File: config.mk
export PLATFORM = sky130hd
export DESIGN_NAME = npq_cell
export DESIGN_NICKNAME = d
export VERILOG_FILES = /design/src/rtl/npq_pkg.sv /design/src/rtl/npq_cell.sv
export SDC_FILE = /design/constraint.sdc
export NUM_CORES = 1
export LEC_CHECK = 0
export BUFFER_PORTS_ARGS = -buffer_cell sky130_fd_sc_hd__buf_2
export CAP_MARGIN = 5
export CELL_PAD_IN_SITES_DETAIL_PLACEMENT = 1
export CELL_PAD_IN_SITES_GLOBAL_PLACEMENT = 1
export CORE_MARGIN = 4
export CORE_UTILIZATION = 48
export CTS_CLUSTER_DIAMETER = 30
export DETAILED_ROUTE_END_ITERATION = 16
export PLACE_DENSITY = 0.94
export SYNTH_ARGS = -nofsm -noshare
export SYNTH_HDL_FRONTEND = slang
export SYNTH_SLANG_ARGS = --single-unit
File: constraint.sdc
create_clock -name clk -period 8.65 [get_ports clk]
set_input_delay 0.4325 -clock clk [delete_from_list [all_inputs] [get_ports clk]]
set_output_delay 0.4325 -clock clk [all_outputs]
set_load 0.01 [all_outputs]
File: src/rtl/npq_pkg.sv
// Shared types, palette base colours and blend functions for the palette quantizer.
// Depends on nothing; every other file of the block but npq_if imports it.
package npq_pkg;

  // Palette dimensions, clamped to the base colour tables
  localparam int FORE_COLOURS = 10;
  localparam int BACK_COLOURS = 9;
  localparam int SHADE_LEVELS = 3;

  localparam int FG_TABLE = 10;
  localparam int BG_TABLE = 9;
  localparam int SH_TABLE = 4;

  localparam int FG_USED = (FORE_COLOURS < 1) ? 1 :
                           ((FORE_COLOURS > FG_TABLE) ? FG_TABLE : FORE_COLOURS);
  localparam int BG_USED = (BACK_COLOURS < 1) ? 1 :
                           ((BACK_COLOURS > BG_TABLE) ? BG_TABLE : BACK_COLOURS);
  localparam int SH_USED = (SHADE_LEVELS < 1) ? 1 :
                           ((SHADE_LEVELS > SH_TABLE) ? SH_TABLE : SHADE_LEVELS);

  localparam int NUM_ENTRIES = FG_USED * BG_USED * SH_USED;

  // 3 * 255^2 fits in 18 bits; all ones is above any real distance
  localparam int DIST_W = 18;

  typedef logic [7:0] chan_t;

  typedef struct packed {
    chan_t red;
    chan_t green;
    chan_t blue;
  } rgb_t;

  typedef struct packed {
    logic [3:0] fore;
    logic [3:0] back;
    logic [1:0] shade;
  } tag_t;

  // What travels from cell to cell: the pixel and the best match so far
  typedef struct packed {
    logic              valid;
    rgb_t              pix;
    logic [DIST_W-1:0] best_dist;
    tag_t              tag;
  } token_t;

  localparam rgb_t FG_BASE [FG_TABLE] = '{
    '{8'd12,  8'd12,  8'd12},  '{8'd19,  8'd161, 8'd14},
    '{8'd204, 8'd204, 8'd204}, '{8'd118, 8'd118, 8'd118},
    '{8'd59,  8'd120, 8'd255}, '{8'd22,  8'd198, 8'd12},
    '{8'd97,  8'd214, 8'd214}, '{8'd231, 8'd72,  8'd86},
    '{8'd249, 8'd241, 8'd165}, '{8'd242, 8'd242, 8'd242}
  };

  localparam rgb_t BG_BASE [BG_TABLE] = '{
    '{8'd12,  8'd12,  8'd12},
    '{8'd204, 8'd204, 8'd204}, '{8'd118, 8'd118, 8'd118},
    '{8'd59,  8'd120, 8'd255}, '{8'd22,  8'd198, 8'd12},
    '{8'd97,  8'd214, 8'd214}, '{8'd231, 8'd72,  8'd86},
    '{8'd249, 8'd241, 8'd165}, '{8'd242, 8'd242, 8'd242}
  };

  // (f*w + b*(4-w)) >> 2, w in quarters
  function automatic chan_t mix_channel(chan_t f, chan_t b, logic [2:0] w);
    logic [9:0] acc;
    acc = 10'(f) * 10'(w) + 10'(b) * (10'd4 - 10'(w));
    return acc[9:2];
  endfunction

  // Blended colour of one palette entry
  function automatic rgb_t entry_rgb(tag_t t);
    rgb_t       fg;
    rgb_t       bg;
    rgb_t       c;
    logic [2:0] w;
    fg = (t.fore < 4'(FG_TABLE)) ? FG_BASE[t.fore] : '0;
    bg = (t.back < 4'(BG_TABLE)) ? BG_BASE[t.back] : '0;
    w = 3'd4 - 3'(t.shade);
    c.red   = mix_channel(fg.red,   bg.red,   w);
    c.green = mix_channel(fg.green, bg.green, w);
    c.blue  = mix_channel(fg.blue,  bg.blue,  w);
    return c;
  endfunction

endpackage

File: src/rtl/npq_cell.sv
// One cell of the match chain: compares the passing pixel with one palette entry.
// Depends on npq_pkg.
module npq_cell import npq_pkg::*; (
  input  logic   clk,
  input  logic   rst_n,
  input  logic   adv,
  input  rgb_t   entry_c,
  input  tag_t   entry_t,
  input  token_t tok_i,
  output token_t tok_o
);

  token_t      a_r;
  logic [15:0] sq_red_r;
  logic [15:0] sq_green_r;
  logic [15:0] sq_blue_r;
  logic [15:0] sq_red_nxt;
  logic [15:0] sq_green_nxt;
  logic [15:0] sq_blue_nxt;
  logic [DIST_W-1:0] sum;
  token_t      b_r;
  token_t      b_nxt;

  function automatic chan_t abs_diff(chan_t x, chan_t y);
    return (x > y) ? (x - y) : (y - x);
  endfunction

  // stage A: per-channel squared differences
  always_comb begin
    chan_t dr;
    chan_t dg;
    chan_t db;
    dr = abs_diff(tok_i.pix.red,   entry_c.red);
    dg = abs_diff(tok_i.pix.green, entry_c.green);
    db = abs_diff(tok_i.pix.blue,  entry_c.blue);
    sq_red_nxt   = 16'(dr) * 16'(dr);
    sq_green_nxt = 16'(dg) * 16'(dg);
    sq_blue_nxt  = 16'(db) * 16'(db);
  end

  always_ff @(posedge clk) begin
    if (adv) begin
      a_r        <= tok_i;
      sq_red_r   <= sq_red_nxt;
      sq_green_r <= sq_green_nxt;
      sq_blue_r  <= sq_blue_nxt;
    end
    if (!rst_n) begin
      a_r.valid <= 1'b0;
    end
  end

  // stage B: total distance, keep strictly better only (earliest wins ties)
  always_comb begin
    sum = DIST_W'(sq_red_r) + DIST_W'(sq_green_r) + DIST_W'(sq_blue_r);
    b_nxt = a_r;
    if (sum < a_r.best_dist) begin
      b_nxt.best_dist = sum;
      b_nxt.tag       = entry_t;
    end
  end

  always_ff @(posedge clk) begin
    if (adv) begin
      b_r <= b_nxt;
    end
    if (!rst_n) begin
      b_r.valid <= 1'b0;
    end
  end

  assign tok_o = b_r;

`ifndef ASSERT_OFF
  // a beat in stage A moves on to stage B
  a_moves: assert property (@(posedge clk) disable iff (!rst_n)
    (adv && a_r.valid) |=> b_r.valid)
    else $error("npq_cell: beat lost between stages");

  // the best distance never grows across a cell
  dist_no_grow: assert property (@(posedge clk) disable iff (!rst_n)
    (adv && a_r.valid) |=> (b_r.best_dist <= $past(a_r.best_dist)))
    else $error("npq_cell: best distance grew");

  // a stalled chain holds its beats
  hold_on_stall: assert property (@(posedge clk) disable iff (!rst_n)
    !adv |=> ($stable(b_r) && $stable(a_r.valid)))
    else $error("npq_cell: cell changed while stalled");
`endif

endmodule

==> reports/results.ini, run 1 <==
[cts]
tritoncts=done
path_clk_slew_ps=70
cts_made_buffers=17
cts_buffer_depth=2
cts.sinks=151
cts_setup_buffers=0
ctsHoldBuffers=0
htree_levels=4
clk_latency_ps=440
ctsResizeCount=0
root_buffer=clkbuf_16

[route]
final_antenna_net_count=0
routed_wl_um=34200
firstDrtPassIters=5
first_iter_violations=490
route.vias.total=9402
avgRoutedWirePerCell_um=20.2
vias_per_cell=5.56
drc=0

[global_route]
grtUsageMet1_pct=28.0
grt_first_pass_wirelength_um=55500
grt_usage_pct=23.9
busiest_layer=met2
overflow=0
grt_pass1_vias=10700
grtUsageMet3_pct=3.66
use_met2_pct=44.0
antenna_found_initial=0
grt_max_degree=80

[run_status]
status=finished clean

[critical_path]
slowest_stage=a2111oi_0
critPathKind=in2reg
cp_data_required_time_ps=8840
critPathLaunch=tok_i[44]
cp_max_fo=9
start_kind=input port
max_stage_delay_ps=750
worstSetupEndpointType=flip-flop
critical_path_arrival_ps=7050
cpMostUsedCell=inv_1
rr_startpoint=sq_blue_r[5]$_DFFE_PP_

[layout]
n_fill_cell=2840
drive_gt1_share_pct=16.7
diodes=0
register_area_um2=4510
syn2layout_area_growth_pct=12.9
fin_nets=1697
multiInputGateArea_um2=7560

[floorplan]
start_util_pct=49.3
fp.dieW_um=172
die_area_um2=29800
die_h_um=172
rows=59
ioPinCount=143
core_area_um2=26400

[logic_synthesis]
synth.cell_area_um2=13000
yosys_register_bits=151
syn_avg_cell_area_um2=10.8
synthFlopType=edfxtp_1
async_flop_share_pct=0
synth_edf_count=149
netlist-cell-type-count=64
synth_top_area_share_pct=34.5
yosys_warnings=0
synthCells=1198
synth_top_cell_by_area=edfxtp_1
ys_top_cells_by_area=edfxtp_1 (34%), ha_1 (16%), fa_1 (15%)
yosysSeqAreaShare_pct=34.8

[timing]
grt_setup_unrepaired=false
setup-tns-final_ps=0
hold_violations=0
max_slew_margin_pct=30.5
skew_ps=13.9
fmaxAchievable_mhz=146
drv_slew=0
layout_min_cycle_time_ps=6870
worst_slew_pin_slew_ps=1040
report.final.setup_viol=0
worst_slack_ps=1780
final.period_utilization_pct=79.4

[place]
io_buffers=142
gp_congestion=0.877
dp_slack_ps=1430
dp_hpwl_um=25400

[worst_hold_path]
hp-class=in2reg
holdCritStartpoint=tok_i[11]

[flow_run]
maxCapViolCount=0

[cells in the final DEF, fill, tap and decap left out, drive strengths merged, types with 15 or more instances in the layout]
cell type,count
o21ai,40
a21o,30
buf,145
nor2,102
inv,232
a21oi,62
xnor2,54
ha,166
or2,16
mux2,17
edfxtp,149
fa,97
xor2,24
o21a,15
clkbuf,17
mux2i,26
nand2,39
[flip-flops by register name (all words and copies together), names as in the netlist]
signal	count
a_r	53
tok_o	53
sq_blue_r	15
sq_green_r	15
sq_red_r	15
[critical path: cells and delay by family]
family / cells / cell delay, ps
adder cells (fa/ha/maj): 7 / 2640
AO/OA/AOI/OAI: 7 / 2180
XOR/XNOR: 2 / 720
buffers and inverters: 6 / 410
AND/OR/NAND/NOR: 2 / 380
multiplexers: 1 / 270
[through the flow]
step | instances | hold WS [ps] | cell area [um^2] | utilization (%)
finish | 1692 | 157 | 14700 | 55.6
floorplan | 1199 | 400 | 13000 | -
CTS | 1692 | 141 | 14700 | 55.6
detailed placement | 1660 | 406 | 14100 | 53.4
global route | 1692 | 146 | 14700 | 55.6
global placement | 1660 | 401 | 14100 | 53.4
[cells in the mapped netlist (12+ instances only)]
cell / instances
mux2i_1: 26
xor2_1: 23
fa_1: 97
a31oi_1: 12
ha_1: 166
inv_1: 223
a21oi_1: 61
o21a_1: 15
mux2_2: 17
a21o_1: 30
o21ai_0: 37
edfxtp_1: 149
nand2_1: 39
xnor2_1: 47
nor2_1: 99
or2_2: 15
[worst paths after layout]
| path | endpoint | slack, ps | depth (start not counted) |
|---|---|---|---|
| worst max-delay path | sq_red_r[12]$_DFFE_PP_ | 1780 | 25 |
| worst min register to register | tok_o[41]$_DFFE_PP_ | 410 | 0 |
| worst max register to register | tok_o[24]$_DFFE_PP_ | 3350 | 15 |
| worst min-delay path | a_r[11]$_DFFE_PP_ | 160 | 1 |
[area by class of cell]
class	instances	share of cell area [%]
Clock buffer	17	2.90
Clock inverter	15	1.10
Inverter	224	5.74
Multi-Input combinational cell	805	51.6
Sequential cell	151	30.8
Tap cell	335	2.86
Timing Repair Buffer	145	5.04
[cells by family (layout without fill, tap and decap cells)]
group | after synthesis | in the layout | share of synthesized area, %
adders and majority gates | 263 | 263 | 30.9
buffers and inverters | 243 | 401 | 7.14
and+or+nand+nor | 213 | 213 | 7.58
AOI/OAI and AO/OA | 205 | 205 | 10.2
DFF | 151 | 151 | 34.8
xor gates and xnor gates | 78 | 78 | 5.81
muxes | 43 | 43 | 3.48
other | 2 | 3 | 0.0578
[routing by layer]
metal | wire length (um) | up-vias | share of wire, %
li1 | - | 4338 | -
met1 | 13500 | 4718 | 39
met2 | 18200 | 273 | 53
met3 | 1510 | 73 | 4.4
met4 | 978 | 0 | 2.9
met5 | 0 | - | 0
Power of run 1 is left out: the tool's default activity adds up to more than one toggle a clock period on the data nets, which glitch-free logic cannot reach.
==> inputs of run 2 (changes only) <==
- clock period: 8.65 -> 6.82 ns (I/O delays scaled with it)
==> reports/results.ini, run 2 (synthesis gave the netlist of run 1 again) <==
[timing]
worst_slew_pin_slew_ps=1080  ; was 1040 ps
fmaxAchievable_mhz=153
hold_slack_ps=68.8  ; was 157 ps
report.final.setup_viol=0  ; unchanged
setup-tns-final_ps=0  ; unchanged
final.period_utilization_pct=95.9
skew_ps=15.8  ; was 13.9 ps
drv_slew=0  ; unchanged
max_slew_margin_pct=28.1  ; was 30.5%
layout_min_cycle_time_ps=6540
hold_violations=0  ; unchanged
grt_setup_unrepaired=false  ; unchanged

[critical_path]
worst-path-buf-inv=6  ; unchanged
rr_startpoint=sq_blue_r[7]$_DFFE_PP_  ; was sq_blue_r[5]$_DFFE_PP_
slowest_stage=fa_1  ; was a2111oi_0
cp_max_fo=8  ; was 9
critical_path_arrival_ps=6730  ; was 7050 ps
worstSetupEndpointType=flip-flop  ; unchanged
max_stage_delay_ps=560  ; was 750 ps
r2r_cells=14  ; was 15
crit_family=adder cells  ; unchanged
crit_end=sq_blue_r[15]$_DFFE_PP_  ; was sq_red_r[12]$_DFFE_PP_
critPathKind=in2reg  ; unchanged
critPathLaunch=tok_i[28]  ; was tok_i[44]
cp_data_required_time_ps=7010  ; was 8840 ps
critical_path_cell_count=25  ; unchanged
start_kind=input port  ; unchanged
rr_endpoint=tok_o[27]$_DFFE_PP_  ; was tok_o[24]$_DFFE_PP_
reg2reg_slack_ps=1490  ; was 3350 ps

[cts]
ctsResizeCount=0  ; unchanged
cts_setup_buffers=0  ; unchanged
path_clk_slew_ps=70  ; about the same
root_buffer=clkbuf_16  ; unchanged
cts_made_buffers=17  ; unchanged
htree_levels=4  ; unchanged
clk_latency_ps=450  ; was 440 ps
tritoncts=done  ; unchanged
ctsHoldBuffers=0  ; unchanged
cts.sinks=151  ; unchanged
cts_buffer_depth=2  ; unchanged

[layout]
layout_commonest_cell=inv_1  ; unchanged
layout_common_cells=inv_1 (223), ha_1 (166), edfxtp_1 (149)  ; unchanged
fin_nets=1713  ; was 1697
diodes=0  ; unchanged
drive_gt1_share_pct=17.8  ; was 16.7%
utilization_pct=56.3  ; was 55.6%
syn2layout_area_growth_pct=14.1  ; was 12.9%

[floorplan]
ioPinCount=143  ; unchanged
start_util_pct=49.3  ; unchanged
die_h_um=172  ; unchanged
fp.dieW_um=172  ; unchanged
core_area_um2=26400  ; unchanged
die_area_um2=29800  ; unchanged
rows=59  ; unchanged

[run_status]
status=finished clean  ; unchanged

[route]
avgRoutedWirePerCell_um=20.3  ; was 20.2 um
vias_per_cell=5.53  ; was 5.56
firstDrtPassIters=5  ; unchanged
route.vias.total=9448  ; was 9402
first_iter_violations=559  ; was 490
routed_wl_um=34600  ; was 34200 um
final_antenna_net_count=0  ; unchanged
drc=0  ; unchanged

[place]
dp_hpwl_um=26500  ; was 25400 um
gp_congestion=0.857  ; was 0.877
io_buffers=142  ; unchanged

[global_route]
grt_usage_pct=23.9  ; about the same
overflow=0  ; unchanged
grt_max_degree=78  ; was 80
grt_pass1_vias=10700  ; about the same
grt_first_pass_wirelength_um=55700  ; was 55500 um
antenna_found_initial=0  ; unchanged

[flow_run]
maxCapViolCount=0  ; unchanged

[worst_hold_path]
hp-class=in2reg  ; unchanged

-- run 2: cell types whose count changed in the layout (fill, tap and decap cells not counted), sizes merged --
| cell | delta |
|---|---|
| inv | -1 |
| bufinv | +1 |
| clkinv | +2 |
| clkinvlp | -2 |
| buf | +16 |
-- run 2: layout make-up --
cell class | instances | area (um^2)
clock buffer | 17 | 425
inverter | 224 | 841
timing repair buffer | 161 | 860
fill | 2861 | 11500
multi-input combinational | 805 | 7560
clock inverter | 15 | 208
sequential | 151 | 4510
tap | 335 | 419
-- run 2: stage by stage --
step	area, um^2	cells	setup slack, ps
after floorplan	13000	1199	386
after global placement	14200	1676	220
after detailed placement	14200	1676	-47.4
after CTS	14800	1708	300
after global routing	14800	1708	52.2
final	14800	1708	276
-- run 2: worst min path at each step --
stage                                 start             endpoint  slack, ps  cells past startpoint
after CTS                         tok_i[11]    a_r[11]$_DFFE_PP_         50                      1
after global routing               tok_i[9]     a_r[9]$_DFFE_PP_         50                      1
after detailed placement  a_r[31]$_DFFE_PP_  tok_o[31]$_DFFE_PP_        410                      0
after global placement    a_r[50]$_DFFE_PP_  tok_o[50]$_DFFE_PP_        400                      0
final                             tok_i[11]    a_r[11]$_DFFE_PP_         70                      1
after floorplan           a_r[28]$_DFFE_PP_  tok_o[28]$_DFFE_PP_        400                      0
-- run 2: routing by layer --
layer  GRT usage [%]  share of wire [%]
met3            4.30                4.4
met2            44.5                 53
met5               0                  0
met4            7.96                2.7
met1            27.8                 40
Power of run 2 is left out for the same reason.
==> inputs of run 3 (changes only) <==
- REMOVE_ABC_BUFFERS: not set -> 1
==> reports/results.ini, run 3 (synthesis gave the netlist of run 1 again) <==
[worst_hold_path]
whs_path_depth=1  ; unchanged
hp-class=in2reg  ; unchanged
whs_endpoint=a_r[25]$_DFFE_PP_  ; was a_r[11]$_DFFE_PP_
holdCritStartpoint=tok_i[25]  ; was tok_i[11]

[route]
routed_wl_um=45500  ; was 34600 um
drc=0  ; unchanged
first_iter_violations=1119  ; was 559
vias_per_cell=6.11  ; was 5.53
avgRoutedWirePerCell_um=26.6  ; was 20.3 um
route.vias.total=10500  ; was 9448
firstDrtPassIters=5  ; unchanged
final_antenna_net_count=0  ; unchanged

[critical_path]
start_kind=input port  ; unchanged
critical_path_arrival_ps=7110  ; was 6730 ps
r2r_cells=16  ; was 14
rr_startpoint=sq_green_r[4]$_DFFE_PP_  ; was sq_blue_r[7]$_DFFE_PP_
critPathKind=in2reg  ; unchanged
cpMostUsedCell=inv_1
max_stage_delay_ps=590  ; was 560 ps
reg2reg_slack_ps=850  ; was 1490 ps
slowest_stage=fa_1  ; unchanged
worstSetupEndpointType=flip-flop  ; unchanged
rr_endpoint=tok_o[9]$_DFFE_PP_  ; was tok_o[27]$_DFFE_PP_
cp_max_fo=8  ; unchanged
cp_data_required_time_ps=7030  ; was 7010 ps

[layout]
finalInstanceArea_um2=14900  ; was 14800 um^2
drive_gt1_share_pct=18.8  ; was 17.8%
n_fill_cell=2761  ; was 2861
utilization_pct=56.7  ; was 56.3%
fin_cells=1714  ; was 1708
register_area_um2=4510  ; unchanged
layout_common_cells=inv_1 (223), ha_1 (166), edfxtp_1 (149)  ; unchanged
fin_nets=1716  ; was 1713
multiInputGateArea_um2=7650  ; was 7560 um^2
syn2layout_area_growth_pct=15.0  ; was 14.1%
layout_commonest_cell=inv_1  ; unchanged

[timing]
setup-tns-final_ps=-82.4  ; was 0 ps
report.final.setup_viol=1  ; was 0
final.period_utilization_pct=101  ; was 95.9%
worst_slack_ps=-82.4  ; was 276 ps
hold_violations=0  ; unchanged
drv_slew=0  ; unchanged
layout_min_cycle_time_ps=6900  ; was 6540 ps
max_slew_margin_pct=23.7  ; was 28.1%
fmaxAchievable_mhz=145  ; was 153 MHz
worst_slew_pin_slew_ps=1120  ; was 1080 ps
skew_ps=15.6  ; was 15.8 ps

[floorplan]
rows=59  ; unchanged
ioPinCount=143  ; unchanged
fp.dieW_um=172  ; unchanged
die_h_um=172  ; unchanged
core_area_um2=26400  ; unchanged
die_area_um2=29800  ; unchanged
start_util_pct=49.3  ; unchanged

[cts]
path_clk_slew_ps=80  ; was 70 ps
cts_buffer_depth=2  ; unchanged
clk_latency_ps=460  ; was 450 ps
root_buffer=clkbuf_16  ; unchanged
cts.sinks=151  ; unchanged
cts_made_buffers=17  ; unchanged
htree_levels=4  ; unchanged
tritoncts=done  ; unchanged
ctsHoldBuffers=0  ; unchanged

[place]
io_buffers=142  ; unchanged
post-place-cells=1676  ; unchanged
dp_hpwl_um=28900  ; was 26500 um
gp_congestion=0.878  ; was 0.857
post_dp_cell_area_um2=14200  ; unchanged

[global_route]
grt_first_pass_wirelength_um=66100  ; was 55700 um
overflow=0  ; unchanged
grt_max_degree=77  ; was 78
grt_usage_pct=29.4  ; was 23.9%
grt_pass1_vias=11700  ; was 10700
antenna_found_initial=2  ; was 0

[flow_run]
maxCapViolCount=0  ; unchanged

[run_status]
status=finished, violations left  ; was finished clean
violations=setup timing

[run 3: area by class of cell]
| cell class | instances | area share (%) |
|---|---|---|
| repair buffers | 164 | 5.99 |
| diodes | 3 | 0.0503 |
| clock inverters | 15 | 1.19 |
| clock buffers | 17 | 2.85 |
| well taps | 335 | 2.81 |
| flip-flops and latches | 151 | 30.2 |
| inverters | 224 | 5.63 |
| multi-input cells | 805 | 51.2 |
[run 3: how the worst max path moves through the flow]
stage	end	cells past startpoint	slack, ps	from
global route	sq_blue_r[15]$_DFFE_PP_	27	-240	tok_i[28]
CTS	sq_blue_r[15]$_DFFE_PP_	25	10	tok_i[28]
finish	sq_blue_r[15]$_DFFE_PP_	27	-80	tok_i[28]
floorplan	sq_blue_r[15]$_DFFE_PP_	22	380	entry_c[2]
global placement	sq_blue_r[15]$_DFFE_PP_	22	190	entry_c[5]
detailed placement	sq_blue_r[15]$_DFFE_PP_	22	-120	entry_c[5]
[run 3: worst max-delay path: cells and delay by family]
kind / cells / cell delay [ps]
buffers and inverters: 6 / 600
multiplexers: 1 / 380
AND/OR/NAND/NOR: 4 / 1270
AO/OA/AOI/OAI: 6 / 1280
adder cells (fa/ha/maj): 6 / 2500
XOR/XNOR: 4 / 740
[run 3: repair_timing]
action	4_1_cts	5_1_grt
setup endpoints to repair	0	3
setup buffers	0	3
resized for setup	0	17
[run 3: routing by layer]
metal / wire, um / GRT usage, % / share of wire [%] / vias up
met4: 2850 / 17.5 / 6.3 / 0
li1: - / - / - / 4366
met1: 15600 / 31.0 / 34 / 5223
met3: 3150 / 5.74 / 6.9 / 225
met2: 23900 / 54.1 / 53 / 654
met5: 0 / 0 / 0 / -
[run 3: through the flow]
stage          hold WS [ps]  setup WS, ps
3_5_place_dp            406          -122
5_1_grt                51.0          -239
6_report               57.1         -82.4
4_1_cts                53.2          13.7
2_1_floorplan           400           381
3_3_place_gp            400           190
Power of run 3 is left out for the same reason.
