<file path="src/rtl/npq_pkg.sv">
// Shared types, palette base colours and blend functions for the palette quantizer.
// Depends on nothing; every other file of the block but npq_if imports it.
package npq_pkg;

  // Palette dimensions, clamped to the base colour tables
  localparam int FORE_COLOURS = 10;
  localparam int BACK_COLOURS = 9;
  localparam int SHADE_LEVELS = 3;

  localparam int FG_TABLE = 10;
  localparam int BG_TABLE = 9;
  localparam int SH_TABLE = 4;

  localparam int FG_USED = (FORE_COLOURS < 1) ? 1 :
                           ((FORE_COLOURS > FG_TABLE) ? FG_TABLE : FORE_COLOURS);
  localparam int BG_USED = (BACK_COLOURS < 1) ? 1 :
                           ((BACK_COLOURS > BG_TABLE) ? BG_TABLE : BACK_COLOURS);
  localparam int SH_USED = (SHADE_LEVELS < 1) ? 1 :
                           ((SHADE_LEVELS > SH_TABLE) ? SH_TABLE : SHADE_LEVELS);

  localparam int NUM_ENTRIES = FG_USED * BG_USED * SH_USED;

  // 3 * 255^2 fits in 18 bits; all ones is above any real distance
  localparam int DIST_W = 18;

  typedef logic [7:0] chan_t;

  typedef struct packed {
    chan_t red;
    chan_t green;
    chan_t blue;
  } rgb_t;

  typedef struct packed {
    logic [3:0] fore;
    logic [3:0] back;
    logic [1:0] shade;
  } tag_t;

  // What travels from cell to cell: the pixel and the best match so far
  typedef struct packed {
    logic              valid;
    rgb_t              pix;
    logic [DIST_W-1:0] best_dist;
    tag_t              tag;
  } token_t;

  localparam rgb_t FG_BASE [FG_TABLE] = '{
    '{8'd12,  8'd12,  8'd12},  '{8'd19,  8'd161, 8'd14},
    '{8'd204, 8'd204, 8'd204}, '{8'd118, 8'd118, 8'd118},
    '{8'd59,  8'd120, 8'd255}, '{8'd22,  8'd198, 8'd12},
    '{8'd97,  8'd214, 8'd214}, '{8'd231, 8'd72,  8'd86},
    '{8'd249, 8'd241, 8'd165}, '{8'd242, 8'd242, 8'd242}
  };

  localparam rgb_t BG_BASE [BG_TABLE] = '{
    '{8'd12,  8'd12,  8'd12},
    '{8'd204, 8'd204, 8'd204}, '{8'd118, 8'd118, 8'd118},
    '{8'd59,  8'd120, 8'd255}, '{8'd22,  8'd198, 8'd12},
    '{8'd97,  8'd214, 8'd214}, '{8'd231, 8'd72,  8'd86},
    '{8'd249, 8'd241, 8'd165}, '{8'd242, 8'd242, 8'd242}
  };

  // (f*w + b*(4-w)) >> 2, w in quarters
  function automatic chan_t mix_channel(chan_t f, chan_t b, logic [2:0] w);
    logic [9:0] acc;
    acc = 10'(f) * 10'(w) + 10'(b) * (10'd4 - 10'(w));
    return acc[9:2];
  endfunction

  // Blended colour of one palette entry
  function automatic rgb_t entry_rgb(tag_t t);
    rgb_t       fg;
    rgb_t       bg;
    rgb_t       c;
    logic [2:0] w;
    fg = (t.fore < 4'(FG_TABLE)) ? FG_BASE[t.fore] : '0;
    bg = (t.back < 4'(BG_TABLE)) ? BG_BASE[t.back] : '0;
    w = 3'd4 - 3'(t.shade);
    c.red   = mix_channel(fg.red,   bg.red,   w);
    c.green = mix_channel(fg.green, bg.green, w);
    c.blue  = mix_channel(fg.blue,  bg.blue,  w);
    return c;
  endfunction

endpackage

</file>
<file path="src/rtl/npq_if.sv">


interface npq_res_if;
  logic       valid;
  logic       ready;
  logic [7:0] out_red;
  logic [7:0] out_green;
  logic [7:0] out_blue;
  logic [3:0] fore_index;
  logic [3:0] back_index;
  logic [1:0] shade_index;

  modport source(output valid, output out_red, output out_green, output out_blue,
                 output fore_index, output back_index, output shade_index,
                 input ready);
  modport sink(input valid, input out_red, input out_green, input out_blue,
               input fore_index, input back_index, input shade_index,
               output ready);
endinterface

</file>
<file path="src/rtl/npq_out.sv">
// Result register of the palette quantizer: turns the winning tag into a colour.
// Depends on npq_pkg and npq_res_if; drives the advance enable of the chain.
module npq_out import npq_pkg::*; (
  input  logic      clk,
  input  logic      rst_n,
  input  token_t    tok_i,
  output logic      adv,
  npq_res_if.source out_px
);

  logic res_valid_r;
  rgb_t res_rgb_r;
  tag_t res_tag_r;

  // chain moves whenever the result slot is free or being taken
  assign adv = !res_valid_r || out_px.ready;

  always_ff @(posedge clk) begin
    if (adv) begin
      res_rgb_r <= entry_rgb(tok_i.tag);
      res_tag_r <= tok_i.tag;
    end
    if (!rst_n) begin
      res_valid_r <= 1'b0;
    end else if (adv) begin
      res_valid_r <= tok_i.valid;
    end
  end

  assign out_px.valid       = res_valid_r;
  assign out_px.out_red     = res_rgb_r.red;
  assign out_px.out_green   = res_rgb_r.green;
  assign out_px.out_blue    = res_rgb_r.blue;
  assign out_px.fore_index  = res_tag_r.fore;
  assign out_px.back_index  = res_tag_r.back;
  assign out_px.shade_index = res_tag_r.shade;

endmodule

</file>
<file path="src/flat_wrapper.sv">
// flat-port wrapper written by rule: the top's interface ports become plain ports
module npq_out_flat import npq_pkg::*;
  (clk, rst_n, tok_i, adv, out_px_valid, out_px_out_red, out_px_out_green, out_px_out_blue, out_px_fore_index, out_px_back_index, out_px_shade_index, out_px_ready);
  npq_res_if out_px_i ();
  input  logic clk;
  input  logic rst_n;
  input  token_t tok_i;
  output logic adv;
  output wire logic [$bits(out_px_i.valid)-1:0] out_px_valid;
  output wire logic [$bits(out_px_i.out_red)-1:0] out_px_out_red;
  output wire logic [$bits(out_px_i.out_green)-1:0] out_px_out_green;
  output wire logic [$bits(out_px_i.out_blue)-1:0] out_px_out_blue;
  output wire logic [$bits(out_px_i.fore_index)-1:0] out_px_fore_index;
  output wire logic [$bits(out_px_i.back_index)-1:0] out_px_back_index;
  output wire logic [$bits(out_px_i.shade_index)-1:0] out_px_shade_index;
  input wire logic [$bits(out_px_i.ready)-1:0] out_px_ready;
  assign out_px_valid = out_px_i.valid;
  assign out_px_out_red = out_px_i.out_red;
  assign out_px_out_green = out_px_i.out_green;
  assign out_px_out_blue = out_px_i.out_blue;
  assign out_px_fore_index = out_px_i.fore_index;
  assign out_px_back_index = out_px_i.back_index;
  assign out_px_shade_index = out_px_i.shade_index;
  assign out_px_i.ready = out_px_ready;
  npq_out u_core (.clk(clk), .rst_n(rst_n), .tok_i(tok_i), .adv(adv), .out_px(out_px_i));
endmodule
</file>
<file path="config.mk">
export PLATFORM = sky130hd
export DESIGN_NAME = npq_out_flat
export DESIGN_NICKNAME = d
export VERILOG_FILES = /design/src/rtl/npq_pkg.sv /design/src/rtl/npq_if.sv /design/src/rtl/npq_out.sv /design/src/flat_wrapper.sv
export SDC_FILE = /design/constraint.sdc
export NUM_CORES = 1
export LEC_CHECK = 0
export ABC_AREA = 1
export BUFFER_PORTS_ARGS = -buffer_cell sky130_fd_sc_hd__buf_4
export CORE_UTILIZATION = 50
export CTS_CLUSTER_DIAMETER = 30
export CTS_CLUSTER_SIZE = 28
export DETAILED_ROUTE_END_ITERATION = 6
export PLACE_DENSITY = 0.7
export SLEW_MARGIN = 10
export SYNTH_ARGS = -nofsm -noshare
export SYNTH_HDL_FRONTEND = slang
export SYNTH_SLANG_ARGS = --single-unit
</file>
<file path="constraint.sdc">
create_clock -name clk -period 8.9 [get_ports clk]
set_input_delay 2.225 -clock clk [delete_from_list [all_inputs] [get_ports clk]]
set_output_delay 2.225 -clock clk [all_outputs]
set_load 0.01 [all_outputs]
</file>
==> results of run 1 <==
-- worst min-delay path, cell delays in order (launching register included) --
cell,delay (ps)
sky130_fd_sc_hd__dfxtp_1,340
sky130_fd_sc_hd__nand2_2,50
sky130_fd_sc_hd__buf_4,280
-- stage by stage --
stage	setup slack (ps)	instances	hold WS, ps	utilization (%)
2_1_floorplan	1790	933	1377	-
3_3_place_gp	1320	1155	893.5	56.90
3_5_place_dp	1260	1155	903.7	56.90
4_1_cts	1564	1163	919.8	58.07
5_1_grt	1243	1163	947.3	58.07
6_report	1526	1163	898.9	58.07
-- per-layer routing --
metal	global-route usage, %	vias up
met5	0	-
met4	7.907	0
met3	2.839	21
met2	35.38	132
met1	30.18	2658
li1	-	2735
-- state kept, by name, indices dropped and copies added, names as in the netlist --
name,count
u_core.out_px.back_index,4
u_core.out_px.fore_index,4
u_core.out_px.out_green,8
u_core.out_px.out_red,8
u_core.out_px.shade_index,2
u_core.out_px.out_blue,8
u_core.out_px.valid,1
-- cell families (layout without fill, tap and decap cells) --
family	after synthesis	in the layout	synth area share, %
AOI/OAI and AO/OA	63	63	4.777
adders and majority gates	213	213	48.00
buffers and inverters	239	285	12.56
and+or+nand+nor	264	264	15.46
DFF	35	35	14.04
other	2	77	0.1013
xor gates and xnor gates	42	42	5.063
-- power groups by stage --
stage	Clock [µW]	Combinational, µW	Sequential (µW)
final	212	1660	333
after global routing	223	1950	342
after CTS	217	1660	335
after detailed placement	0	1640	338
after global placement	0	1600	335
after floorplan	0	1240	372
-- layout by cell type, fill, tap and decap left out, types with 2 or more instances in the layout --
cell type                   instances
sky130_fd_sc_hd__a21oi_1           24
sky130_fd_sc_hd__a21oi_2            2
sky130_fd_sc_hd__a31oi_1            2
sky130_fd_sc_hd__buf_4             52
sky130_fd_sc_hd__clkbuf_16          5
sky130_fd_sc_hd__conb_1            77
sky130_fd_sc_hd__edfxtp_1          34
sky130_fd_sc_hd__fa_1             119
sky130_fd_sc_hd__ha_1              94
sky130_fd_sc_hd__inv_1            218
sky130_fd_sc_hd__inv_2              6
sky130_fd_sc_hd__nand2_1          102
sky130_fd_sc_hd__nand2_2            4
sky130_fd_sc_hd__nand2_4            3
sky130_fd_sc_hd__nand3_1           24
sky130_fd_sc_hd__nand3_2            3
sky130_fd_sc_hd__nand3b_1           3
sky130_fd_sc_hd__nor2_1           112
sky130_fd_sc_hd__nor2_4             2
sky130_fd_sc_hd__nor3_1             3
sky130_fd_sc_hd__o21ai_0           24
sky130_fd_sc_hd__o221ai_1           2
sky130_fd_sc_hd__o31ai_1            3
sky130_fd_sc_hd__xnor2_1           19
sky130_fd_sc_hd__xor2_1            22
-- cell type report --
cell class | count | area [µm²] | share of cell area (%)
inverters | 225 | 852.1 | 10.13
flip-flops and latches | 35 | 1041 | 12.38
clock inverters | 3 | 43.79 | 0.5208
repair buffers | 52 | 390.4 | 4.643
multi-input cells | 659 | 5725 | 68.10
well taps | 184 | 230.2 | 2.738
clock buffers | 5 | 125.1 | 1.488
-- final timing paths --
check                           start                    endpoint  depth (start not counted)
setup / recovery             tok_i[7]  u_core.out_px.out_green[7]                         20
hold / removal    u_core.out_px.valid    u_core.out_px.out_red[0]                          2
setup reg to reg  u_core.out_px.valid   u_core.out_px.out_blue[2]                          2
hold reg to reg   u_core.out_px.valid    u_core.out_px.out_red[0]                          2
==> Implementation_results.wiki, run 1 <==
{| class="wikitable"
! Metric !! Value
|-
| Result of the run || complete, no violations
|-
| Maximum clock insertion buffer count || 2
|-
| Normalized max-slew margin || 41.21%
|-
| Total Die Area || 0.01532 mm²
|-
| Resized cells post-CTS || 0
|-
| Comb pwr share || 75.2%
|-
| Most used standard cell by instance count after synthesis || sky130_fd_sc_hd__inv_1
|-
| Total via count after detailed routing || 5546
|-
| Required time of the critical path || 8950 ps
|-
| Layout cells sized above 1 || 8.887%
|-
| Library cells used by synthesis || 45
|-
| CTS tree || built
|-
| Detailed router's first-iteration violation count || 361
|-
| Crit-path cells || buf_4 > inv_2 > ha_1 > a21oi_1 > inv_1 > o21ai_0 > nor2_1 > fa_1 > fa_1 > fa_1 > fa_1 > inv_1 > fa_1 > inv_1 > ha_1 > inv_1 > o31ai_1 > a21oi_1 > nand3b_1 > nand2_1
|-
| Drt total wl || 14770 µm
|-
| Met2 wire len || 6808 µm
|-
| Synth Register Bits || 35
|-
| Share of the synthesized area in the top cell type || 32.14%
|-
| Commonest cells in the synthesized netlist || 218 x sky130_fd_sc_hd__inv_1, 119 x sky130_fd_sc_hd__fa_1, 112 x sky130_fd_sc_hd__nor2_1
|-
| EDFF count, synth || 34
|-
| Placed Area || 0.008239 mm²
|-
| Synth-to-layout area growth || 13.42%
|-
| Number of clock buffers inserted by TritonCTS || 5
|-
| Maximum achievable frequency || 135.6 MHz
|-
| R2R Setup Slk || 7720 ps
|-
| Final setup violation count || 0
|-
| Proportion of total power due to net switching || 47.90%
|-
| Number of warnings printed during yosys synthesis || 0
|-
| Starting Density || 51.20%
|-
| Post-cts hold buffer count || 0
|-
| Final worst path period need || 7374 ps
|-
| Number of hold violations in the final report || 0
|-
| Met1 Routed Length || 6900 µm
|-
| Aggregate negative setup slack || 0 ps
|-
| Die W || 123.8 µm
|-
| Router iterations before antenna repair || 5
|-
| Number of global-route vias before repair || 5511
|-
| Largest fanout on the critical path || 7
|-
| Worst min path class || flip-flop to flip-flop
|-
| Wire length of the first global-routing pass || 25650 µm
|-
| Half-perimeter wire length of the detailed placement result || 12250 µm
|-
| Critical path class || primary input to flip-flop
|-
| VDD IR-drop max || 0.1452 mV
|-
| Transition time at the pin with the least slew margin || 880.8 ps
|-
| Critical Path AT || 7420 ps
|-
| Crit path capture type || flip-flop
|-
| Placer Congestion || 0.9247
|-
| Worst clock skew || 5.122 ps
|-
| Number of top-level pins || 92
|-
| Length of routed met3 wiring || 682 µm
|-
| Share of total power in the clock network || 9.7%
|-
| Critical Path Start Type || primary input
|-
| Max layer used || met4
|-
| Leakage component of the power || 0.004533 µW
|-
| Grt total ovfl || 0
|-
| DRC violations left || 0
|-
| Internal portion of total power || 1147 µW
|-
| Post-route cell area || 0.008408 mm²
|-
| Post-layout nets || 1247
|-
| Syn avg cell area || 8.640 µm²
|-
| PwrDens || 261.8 mW/mm²
|-
| Most frequent cell on the critical path || sky130_fd_sc_hd__fa_1
|-
| Number of max-capacitance violations reported || 0
|-
| Pwr Total || 2202 µW
|-
| Core Footprint || 0.01448 mm²
|-
| Clock latency on the worst-skew pair || 300 ps
|-
| Clk root buf || sky130_fd_sc_hd__clkbuf_16
|-
| Final critical-path share of the clock period || 82.85%
|-
| Kind of cell adding the most delay to the critical path || adder cells
|-
| Die Height || 123.8 µm
|-
| Port Buffer Count || 49
|-
| Antenna diodes || 0
|-
| Clock-pin slew of the registers on the worst-case setup and hold paths || 60 ps
|-
| Cell area after synthesis || 0.007413 mm²
|-
| Gate Count Post-Synth || 858
|-
| Sequential area share after synthesis || 14.04%
|-
| Sequential fraction of design power || 15.1%
|-
| Via/cell ratio || 4.769
|-
| Final slew viol count || 0
|-
| Flip-flop cell with the highest count after synthesis || sky130_fd_sc_hd__edfxtp_1
|-
| H-tree depth reported by CTS || 2
|-
| Post-CTS setup buffer count || 0
|-
| Number of antenna violations at the first check in global routing || 0
|-
| Filler instances || 1348
|-
| Library cell occupying the most area in the post-synthesis netlist || sky130_fd_sc_hd__fa_1
|-
| Cells taking the most area after synthesis || sky130_fd_sc_hd__fa_1 32%, sky130_fd_sc_hd__ha_1 16%, sky130_fd_sc_hd__edfxtp_1 14%
|-
| Switching pwr || 1054 µW
|-
| Sum of buffers and inverters on the critical path || 6
|-
| Unrepaired setup endpoints after global routing || no
|-
| Number of clock sinks || 35
|-
| Share of synthesized registers carrying an async set or reset || 0%
|-
| Total number of placement rows || 44
|-
| Longest individual stage delay on the worst path || 540 ps
|-
| Slowest library cell on the worst path || sky130_fd_sc_hd__fa_1
|-
| Number of routed nets with antenna violations || 0
|-
| Pin count of the biggest net entering global routing || 39
|-
| WL per Instance || 12.70 µm
|-
| GRT Util Overall || 21.93%
|}
(Power assumes the default switching activity.)
==> inputs of run 2 (changes only) <==
PLACE_DENSITY = 0.73   (was 0.7)
clock period = 6 ns   (was 8.9 ns; I/O delays follow)
==> Implementation_results.wiki, run 2 (synthesis results as in run 1) <==
{| class="wikitable"
! Metric !! Value
|-
| Result of the run || complete, no violations
|-
| Crit path capture type || flip-flop
|-
| Clock latency on the worst-skew pair || 300 ps (about the same)
|-
| Comb pwr share || 80.2% (+5.0 points)
|-
| Final worst path period need || 5929 ps
|-
| Leakage component of the power || 0.005151 µW (+14%)
|-
| Layout cells sized above 1 || 22.52% (+14 points)
|-
| Final critical-path share of the clock period || 98.82%
|-
| Worst min path class || flip-flop to flip-flop
|-
| Number of global-route vias before repair || 6101 (+11%)
|-
| Maximum achievable frequency || 168.7 MHz
|-
| Die W || 123.8 µm (unchanged)
|-
| Final setup violation count || 0 (unchanged)
|-
| Number of antenna violations at the first check in global routing || 0 (unchanged)
|-
| Number of routed nets with antenna violations || 0 (unchanged)
|-
| Total via count after detailed routing || 6151 (+11%)
|-
| Antenna diodes || 0 (unchanged)
|-
| Critical Path AT || 5970 ps (-1450 ps)
|-
| VDD IR-drop max || 0.3166 mV (+120%)
|-
| Post-cts hold buffer count || 0 (unchanged)
|-
| DRC violations left || 0 (unchanged)
|-
| Commonest non-fill, non-tap cells in the layout || 215 x sky130_fd_sc_hd__inv_1, 172 x sky130_fd_sc_hd__buf_4, 117 x sky130_fd_sc_hd__fa_1
|-
| Number of clock buffers inserted by TritonCTS || 5 (unchanged)
|-
| Pin count of the biggest net entering global routing || 39 (unchanged)
|-
| PwrDens || 428.9 mW/mm² (+64%)
|-
| Drt total wl || 17380 µm (+18%)
|-
| Final core utilization || 66.13% (+8.1 points)
|-
| Total Die Area || 0.01532 mm² (unchanged)
|-
| Worst clock skew || 10.16 ps (+5.041 ps)
|-
| Critical Path Start Type || primary input
|-
| Synth-to-layout area growth || 29.16%
|-
| Clk root buf || sky130_fd_sc_hd__clkbuf_16
|-
| Worst Setup Slack, final || 71.09 ps (-1455 ps)
|-
| Router iterations before antenna repair || 5 (unchanged)
|-
| Half-perimeter wire length of the detailed placement result || 13960 µm (+14%)
|-
| Proportion of total power due to net switching || 46.20% (-1.7 points)
|-
| Grt total ovfl || 0 (unchanged)
|-
| Clock-pin slew of the registers on the worst-case setup and hold paths || 70 ps (about the same)
|-
| Number of max-capacitance violations reported || 0 (unchanged)
|-
| Switching pwr || 1897 µW (+80%)
|-
| GRT Util Overall || 24.37% (+2.4 points)
|-
| Number of top-level pins || 92 (unchanged)
|-
| Wire length of the first global-routing pass || 28410 µm (+11%)
|-
| Port Buffer Count || 49 (unchanged)
|-
| Leading cell type in the layout, fill and taps excluded || sky130_fd_sc_hd__inv_1
|-
| Share of total power in the clock network || 7.7% (-2.0 points)
|-
| Largest fanout on the critical path || 3 (-4)
|-
| Core Footprint || 0.01448 mm² (unchanged)
|-
| Number of hold violations in the final report || 0 (unchanged)
|-
| Number of clock sinks || 35 (unchanged)
|-
| Placer Congestion || 0.8979 (-2.9%)
|-
| Internal portion of total power || 2209 µW (+93%)
|-
| Setup slack at placement || -464.5 ps (-1725 ps)
|-
| Starting Density || 51.20% (unchanged)
|-
| Detailed router's first-iteration violation count || 318 (-12%)
|-
| Final slew viol count || 0 (unchanged)
|-
| Aggregate negative setup slack || 0 ps (unchanged)
|-
| Unrepaired setup endpoints after global routing || yes
|-
| Total number of placement rows || 44 (unchanged)
|-
| Critical path class || primary input to flip-flop
|-
| Required time of the critical path || 6040 ps (-2910 ps)
|-
| H-tree depth reported by CTS || 2 (unchanged)
|-
| CTS tree || built
|-
| Via/cell ratio || 4.787 (+0.38%)
|-
| Sequential fraction of design power || 12.1% (-3.0 points)
|-
| Post-layout nets || 1369 (+9.8%)
|-
| Die Height || 123.8 µm (unchanged)
|-
| WL per Instance || 13.53 µm (+6.5%)
|-
| Maximum clock insertion buffer count || 2 (unchanged)
|}
==> run 2: through the flow <==
stage | cell area [µm²] | hold slack (ps) | cells | power, µW
floorplan | 7720 | 1377 | 933 | 2392
global placement | 9138 | 981.9 | 1272 | 3273
detailed placement | 9138 | 998.8 | 1272 | 3399
CTS | 9321 | 1012 | 1280 | 3763
global route | 9575 | 1026 | 1285 | 4560
finish | 9575 | 979.7 | 1285 | 4107
==> run 2: worst max-delay path: stages <==
cell,delay (ps)
sky130_fd_sc_hd__buf_4,90
sky130_fd_sc_hd__inv_2,30
sky130_fd_sc_hd__ha_1,190
sky130_fd_sc_hd__a21oi_2,190
sky130_fd_sc_hd__inv_1,90
sky130_fd_sc_hd__o21ai_1,160
sky130_fd_sc_hd__buf_4,160
sky130_fd_sc_hd__nor2_1,50
sky130_fd_sc_hd__fa_1,500
sky130_fd_sc_hd__fa_1,470
sky130_fd_sc_hd__fa_1,510
sky130_fd_sc_hd__fa_1,510
sky130_fd_sc_hd__inv_1,60
sky130_fd_sc_hd__fa_1,480
sky130_fd_sc_hd__inv_1,40
sky130_fd_sc_hd__ha_1,320
sky130_fd_sc_hd__inv_2,140
sky130_fd_sc_hd__nor3_4,60
sky130_fd_sc_hd__a21oi_4,210
sky130_fd_sc_hd__nand3b_1,130
sky130_fd_sc_hd__nand2_1,60
==> run 2: timing repair <==
action	CTS	global route
pin swaps	1	20
endpoints found under the setup margin	2	10
endpoints found under the hold margin	0	0
resized for setup	6	53
setup buffers	0	5
==> run 2: final timing paths <==
check | startpoint | to | slack [ps] | depth (start not counted)
min reg2reg | u_core.out_px.valid | u_core.out_px.out_red[3] | 980 | 2
min | u_core.out_px.valid | u_core.out_px.out_red[3] | 980 | 2
max reg2reg | u_core.out_px.valid | u_core.out_px.out_blue[3] | 4730 | 2
max | tok_i[6] | u_core.out_px.out_green[7] | 70 | 21
==> run 2: layout make-up <==
class,count,area [µm²]
clock buffer,5,125.1
clock inverter,3,43.79
fill,1161,4903
inverter,225,852.1
multi-input combinational,659,5961
sequential,35,1041
tap,184,230.2
timing repair buffer,174,1323
==> run 2: power by group through the flow <==
stage,Combinational (µW),Clock (µW),Sequential [µW]
2_1_floorplan,1840,0,552
3_3_place_gp,2770,0,499
3_5_place_dp,2900,0,502
4_1_cts,2940,324,497
5_1_grt,3720,330,507
6_report,3290,316,496
==> run 2: per-layer routing <==
| metal | share of wire, % | global-route usage [%] |
|---|---|---|
| met5 | 0 | 0 |
| met4 | 3.2 | 9.262 |
| met3 | 4.6 | 2.656 |
| met2 | 50 | 41.01 |
| met1 | 43 | 32.25 |
==> inputs of run 3 (changes only) <==
ABC_AREA = unset   (was 1)
==> Implementation_results.wiki, run 3 <==
{| class="wikitable"
! Metric !! Value
|-
| Required time of the critical path || 6040 ps (about the same)
|-
| Maximum achievable frequency || 171.6 MHz (+1.8%)
|-
| Multi-input gate area || 0.005904 mm² (-0.94%)
|-
| Sequential fraction of design power || 14.3% (+2.2 points)
|-
| Met1 layer usage reported by global route || 29.94% (-2.3 points)
|-
| Final setup violation count || 0 (unchanged)
|-
| Commonest non-fill, non-tap cells in the layout || 178 x sky130_fd_sc_hd__inv_1, 162 x sky130_fd_sc_hd__buf_4, 119 x sky130_fd_sc_hd__fa_1
|-
| Internal portion of total power || 2059 µW (-6.8%)
|-
| Slowest library cell on the worst path || sky130_fd_sc_hd__fa_1
|-
| Number of antenna violations at the first check in global routing || 0 (unchanged)
|-
| Layout cells sized above 1 || 22.28% (-0.25 points)
|-
| Worst Setup Slack, final || 173.2 ps (+102.1 ps)
|-
| Port Buffer Count || 49 (unchanged)
|-
| Total via count after detailed routing || 5403 (-12%)
|-
| Share of total power in the clock network || 9.1% (+1.4 points)
|-
| Antenna diodes || 0 (unchanged)
|-
| R2R Setup Slk || 4780 ps (+50 ps)
|-
| Number of hold violations in the final report || 0 (unchanged)
|-
| Met2 track utilization from global routing || 38.98% (-2.0 points)
|-
| Critical path origin || tok_i[7]
|-
| Most frequent cell on the critical path || sky130_fd_sc_hd__fa_1
|-
| Comb pwr share || 76.6% (-3.6 points)
|-
| GRT Util Overall || 23.32% (-1.0 points)
|-
| Number of top-level pins || 92 (unchanged)
|-
| Switching pwr || 1403 µW (-26%)
|-
| Grt total ovfl || 0 (unchanged)
|-
| Die W || 121.8 µm (-1.6%)
|-
| Proportion of total power due to net switching || 40.52% (-5.7 points)
|-
| Critical Path AT || 5870 ps (-100 ps)
|-
| Met3 track demand over resource in global routing || 3.839% (+1.2 points)
|-
| Half-perimeter wire length of the detailed placement result || 13180 µm (-5.6%)
|-
| Post-layout nets || 1242 (-9.3%)
|-
| Die Height || 121.8 µm (-1.6%)
|-
| Total number of placement rows || 43 (-2.3%)
|-
| Number of global-route vias before repair || 5614 (-8.0%)
|-
| Commonest cells in the synthesized netlist || 180 x sky130_fd_sc_hd__inv_1, 119 x sky130_fd_sc_hd__fa_1, 94 x sky130_fd_sc_hd__ha_1
|-
| Longest individual stage delay on the worst path || 510 ps (about the same)
|-
| Final worst path period need || 5827 ps (-102.1 ps)
|-
| Cell area after synthesis || 0.007179 mm² (-3.2%)
|-
| Number of max-capacitance violations reported || 0 (unchanged)
|-
| Result of the run || complete, no violations
|-
| Busiest layer in global routing || met2
|-
| Library cell occupying the most area in the post-synthesis netlist || sky130_fd_sc_hd__fa_1
|-
| Router iterations before antenna repair || 4 (-1)
|-
| Number of clock sinks || 35 (unchanged)
|-
| H-tree depth reported by CTS || 2 (unchanged)
|-
| Syn avg cell area || 9.637 µm² (+12%)
|-
| Clock latency on the worst-skew pair || 290 ps (about the same)
|-
| Synth-to-layout area growth || 28.95%
|-
| Placer Congestion || 0.8773 (-2.3%)
|-
| Starting Density || 51.52% (+0.32 points)
|-
| Via/cell ratio || 4.682 (-2.2%)
|-
| Leakage component of the power || 0.004769 µW (-7.4%)
|-
| Share of synthesized registers carrying an async set or reset || 0% (unchanged)
|-
| Critical path class || primary input to flip-flop
|-
| Critical Path Start Type || primary input
|-
| Number of warnings printed during yosys synthesis || 0 (unchanged)
|-
| R2r startpoint || u_core.out_px.valid
|-
| EDFF count, synth || 34 (unchanged)
|-
| Aggregate negative setup slack || 0 ps (unchanged)
|-
| Synth Register Bits || 35 (unchanged)
|-
| Core Footprint || 0.01393 mm² (-3.8%)
|-
| Setup slack at placement || -322.1 ps (+142.4 ps)
|-
| Crit-path cells || buf_4 > buf_4 > ha_1 > nand2b_1 > a21oi_2 > a21oi_1 > buf_4 > nor2b_1 > fa_1 > fa_1 > fa_1 > fa_1 > inv_1 > fa_1 > inv_1 > ha_1 > o41ai_2 > xnor2_1
|-
| CTS tree || built
|-
| Most used standard cell by instance count after synthesis || sky130_fd_sc_hd__inv_1
|-
| Flip-flop cell with the highest count after synthesis || sky130_fd_sc_hd__edfxtp_1
|-
| Worst min path class || flip-flop to flip-flop
|-
| Gate Count Post-Synth || 745 (-13%)
|-
| Pin count of the biggest net entering global routing || 36 (-7.7%)
|-
| Startpoint of the tightest hold check path || u_core.out_px.valid
|-
| Final slew viol count || 0 (unchanged)
|-
| Crit path capture type || flip-flop
|-
| Largest fanout on the critical path || 10 (+7)
|-
| Reg area || 0.001041 mm² (unchanged)
|-
| Number of routed nets with antenna violations || 0 (unchanged)
|-
| Post-cts hold buffer count || 0 (unchanged)
|-
| Share of the synthesized area in the top cell type || 33.18% (+1.0 points)
|-
| Kind of cell adding the most delay to the critical path || adder cells
|-
| PwrDens || 374.0 mW/mm² (-13%)
|-
| Leading cell type in the layout, fill and taps excluded || sky130_fd_sc_hd__inv_1
|-
| Worst clock skew || 8.119 ps (-2.043 ps)
|-
| WL per Instance || 13.50 µm (-0.22%)
|-
| Library cells used by synthesis || 42 (-6.7%)
|-
| Wire length of the first global-routing pass || 26250 µm (-7.6%)
|-
| Cells taking the most area after synthesis || sky130_fd_sc_hd__fa_1 33%, sky130_fd_sc_hd__ha_1 16%, sky130_fd_sc_hd__edfxtp_1 14%
|-
| Sequential area share after synthesis || 14.50% (+0.46 points)
|-
| Clock-pin slew of the registers on the worst-case setup and hold paths || 70 ps (about the same)
|-
| Number of clock buffers inserted by TritonCTS || 5 (unchanged)
|-
| Maximum clock insertion buffer count || 2 (unchanged)
|-
| Drt total wl || 15570 µm (-10%)
|-
| Clk root buf || sky130_fd_sc_hd__clkbuf_16
|-
| Filler instances || 1142 (-1.6%)
|-
| DRC violations left || 0 (unchanged)
|-
| Final critical-path share of the clock period || 97.11% (-1.7 points)
|-
| VDD IR-drop max || 0.2640 mV (-17%)
|-
| Total Die Area || 0.01484 mm² (-3.1%)
|-
| Sum of buffers and inverters on the critical path || 5 (-2)
|-
| Detailed router's first-iteration violation count || 243 (-24%)
|}
## run 3: changes by cell type after synthesis, moves of 5 or more
cell and change:
sky130_fd_sc_hd__inv_1 -38, sky130_fd_sc_hd__nand3_1 -22, sky130_fd_sc_hd__o21ai_0 -10, sky130_fd_sc_hd__mux2i_1 +8, sky130_fd_sc_hd__xor2_1 -11, sky130_fd_sc_hd__inv_2 -5, sky130_fd_sc_hd__clkbuf_1 +9, sky130_fd_sc_hd__and2_1 +20
sky130_fd_sc_hd__nand2_1 -74, sky130_fd_sc_hd__nand2b_1 +22, sky130_fd_sc_hd__a21o_1 +6, sky130_fd_sc_hd__nor2_1 -46, sky130_fd_sc_hd__nor2b_1 +20, sky130_fd_sc_hd__xnor2_1 +24
## run 3: cells by family after synthesis
logic type | Yosys count | share of synthesized area, %
adder cells (fa/ha/maj) | 213 | 49.56
buffers and inverters | 198 | 10.53
AND/OR/NAND/NOR | 170 | 11.68
AO/OA/AOI/OAI | 63 | 5.455
XOR/XNOR | 55 | 6.901
flip-flops | 35 | 14.50
multiplexers | 9 | 1.272
other | 2 | 0.1046
## run 3: stage by stage
stage | hold slack, ps | total power, µW | instances | utilization (%) | cell area, µm²
after floorplan | 1415 | 2264 | 820 | - | 7580
after global placement | 988.5 | 3029 | 1145 | 64.10 | 8932
after detailed placement | 994.1 | 3101 | 1145 | 64.10 | 8932
after CTS | 1003 | 3445 | 1153 | 65.34 | 9105
after global routing | 1026 | 3844 | 1154 | 66.44 | 9258
final | 959.6 | 3462 | 1154 | 66.44 | 9258
## run 3: path summary, 6_finish.rpt
check | to | cells past startpoint
min reg2reg | u_core.out_px.out_red[3] | 2
max | u_core.out_px.out_blue[7] | 18
min | u_core.out_px.out_red[3] | 2
max reg2reg | u_core.out_px.out_blue[4] | 2
## run 3: timing repair
item	CTS	global route
setup buffers	0	1
setup endpoints to repair	1	7
pin swaps	0	10
gates resized for setup	1	35
## run 3: power by group through the flow
stage | combinational [µW] | clock, µW | sequential [µW]
finish | 2650 | 315 | 495
global route | 3010 | 333 | 504
CTS | 2620 | 325 | 497
detailed placement | 2600 | 0 | 501
global placement | 2530 | 0 | 499
floorplan | 1710 | 0 | 553
## run 3: routing by layer
metal  routed length [µm]  vias up
met4                  597        0
met2                 7486      126
li1                     -     2641
met5                    0        -
met3                  718       39
met1                 6772     2597
## run 3: final cells by class
cell class                      instances  area share (%)
Clock inverter                          3          0.4730
Multi-Input combinational cell        587           63.78
Timing Repair Buffer                  163           13.35
Tap cell                              180           2.433
Sequential cell                        35           11.24
Clock buffer                            5           1.352
Inverter                              181           7.366
## run 3: worst min-delay path, cell delays in order, from the launching register on
cell and delay (ps):
sky130_fd_sc_hd__dfxtp_1 340, sky130_fd_sc_hd__nand2b_2 100, sky130_fd_sc_hd__buf_4 300
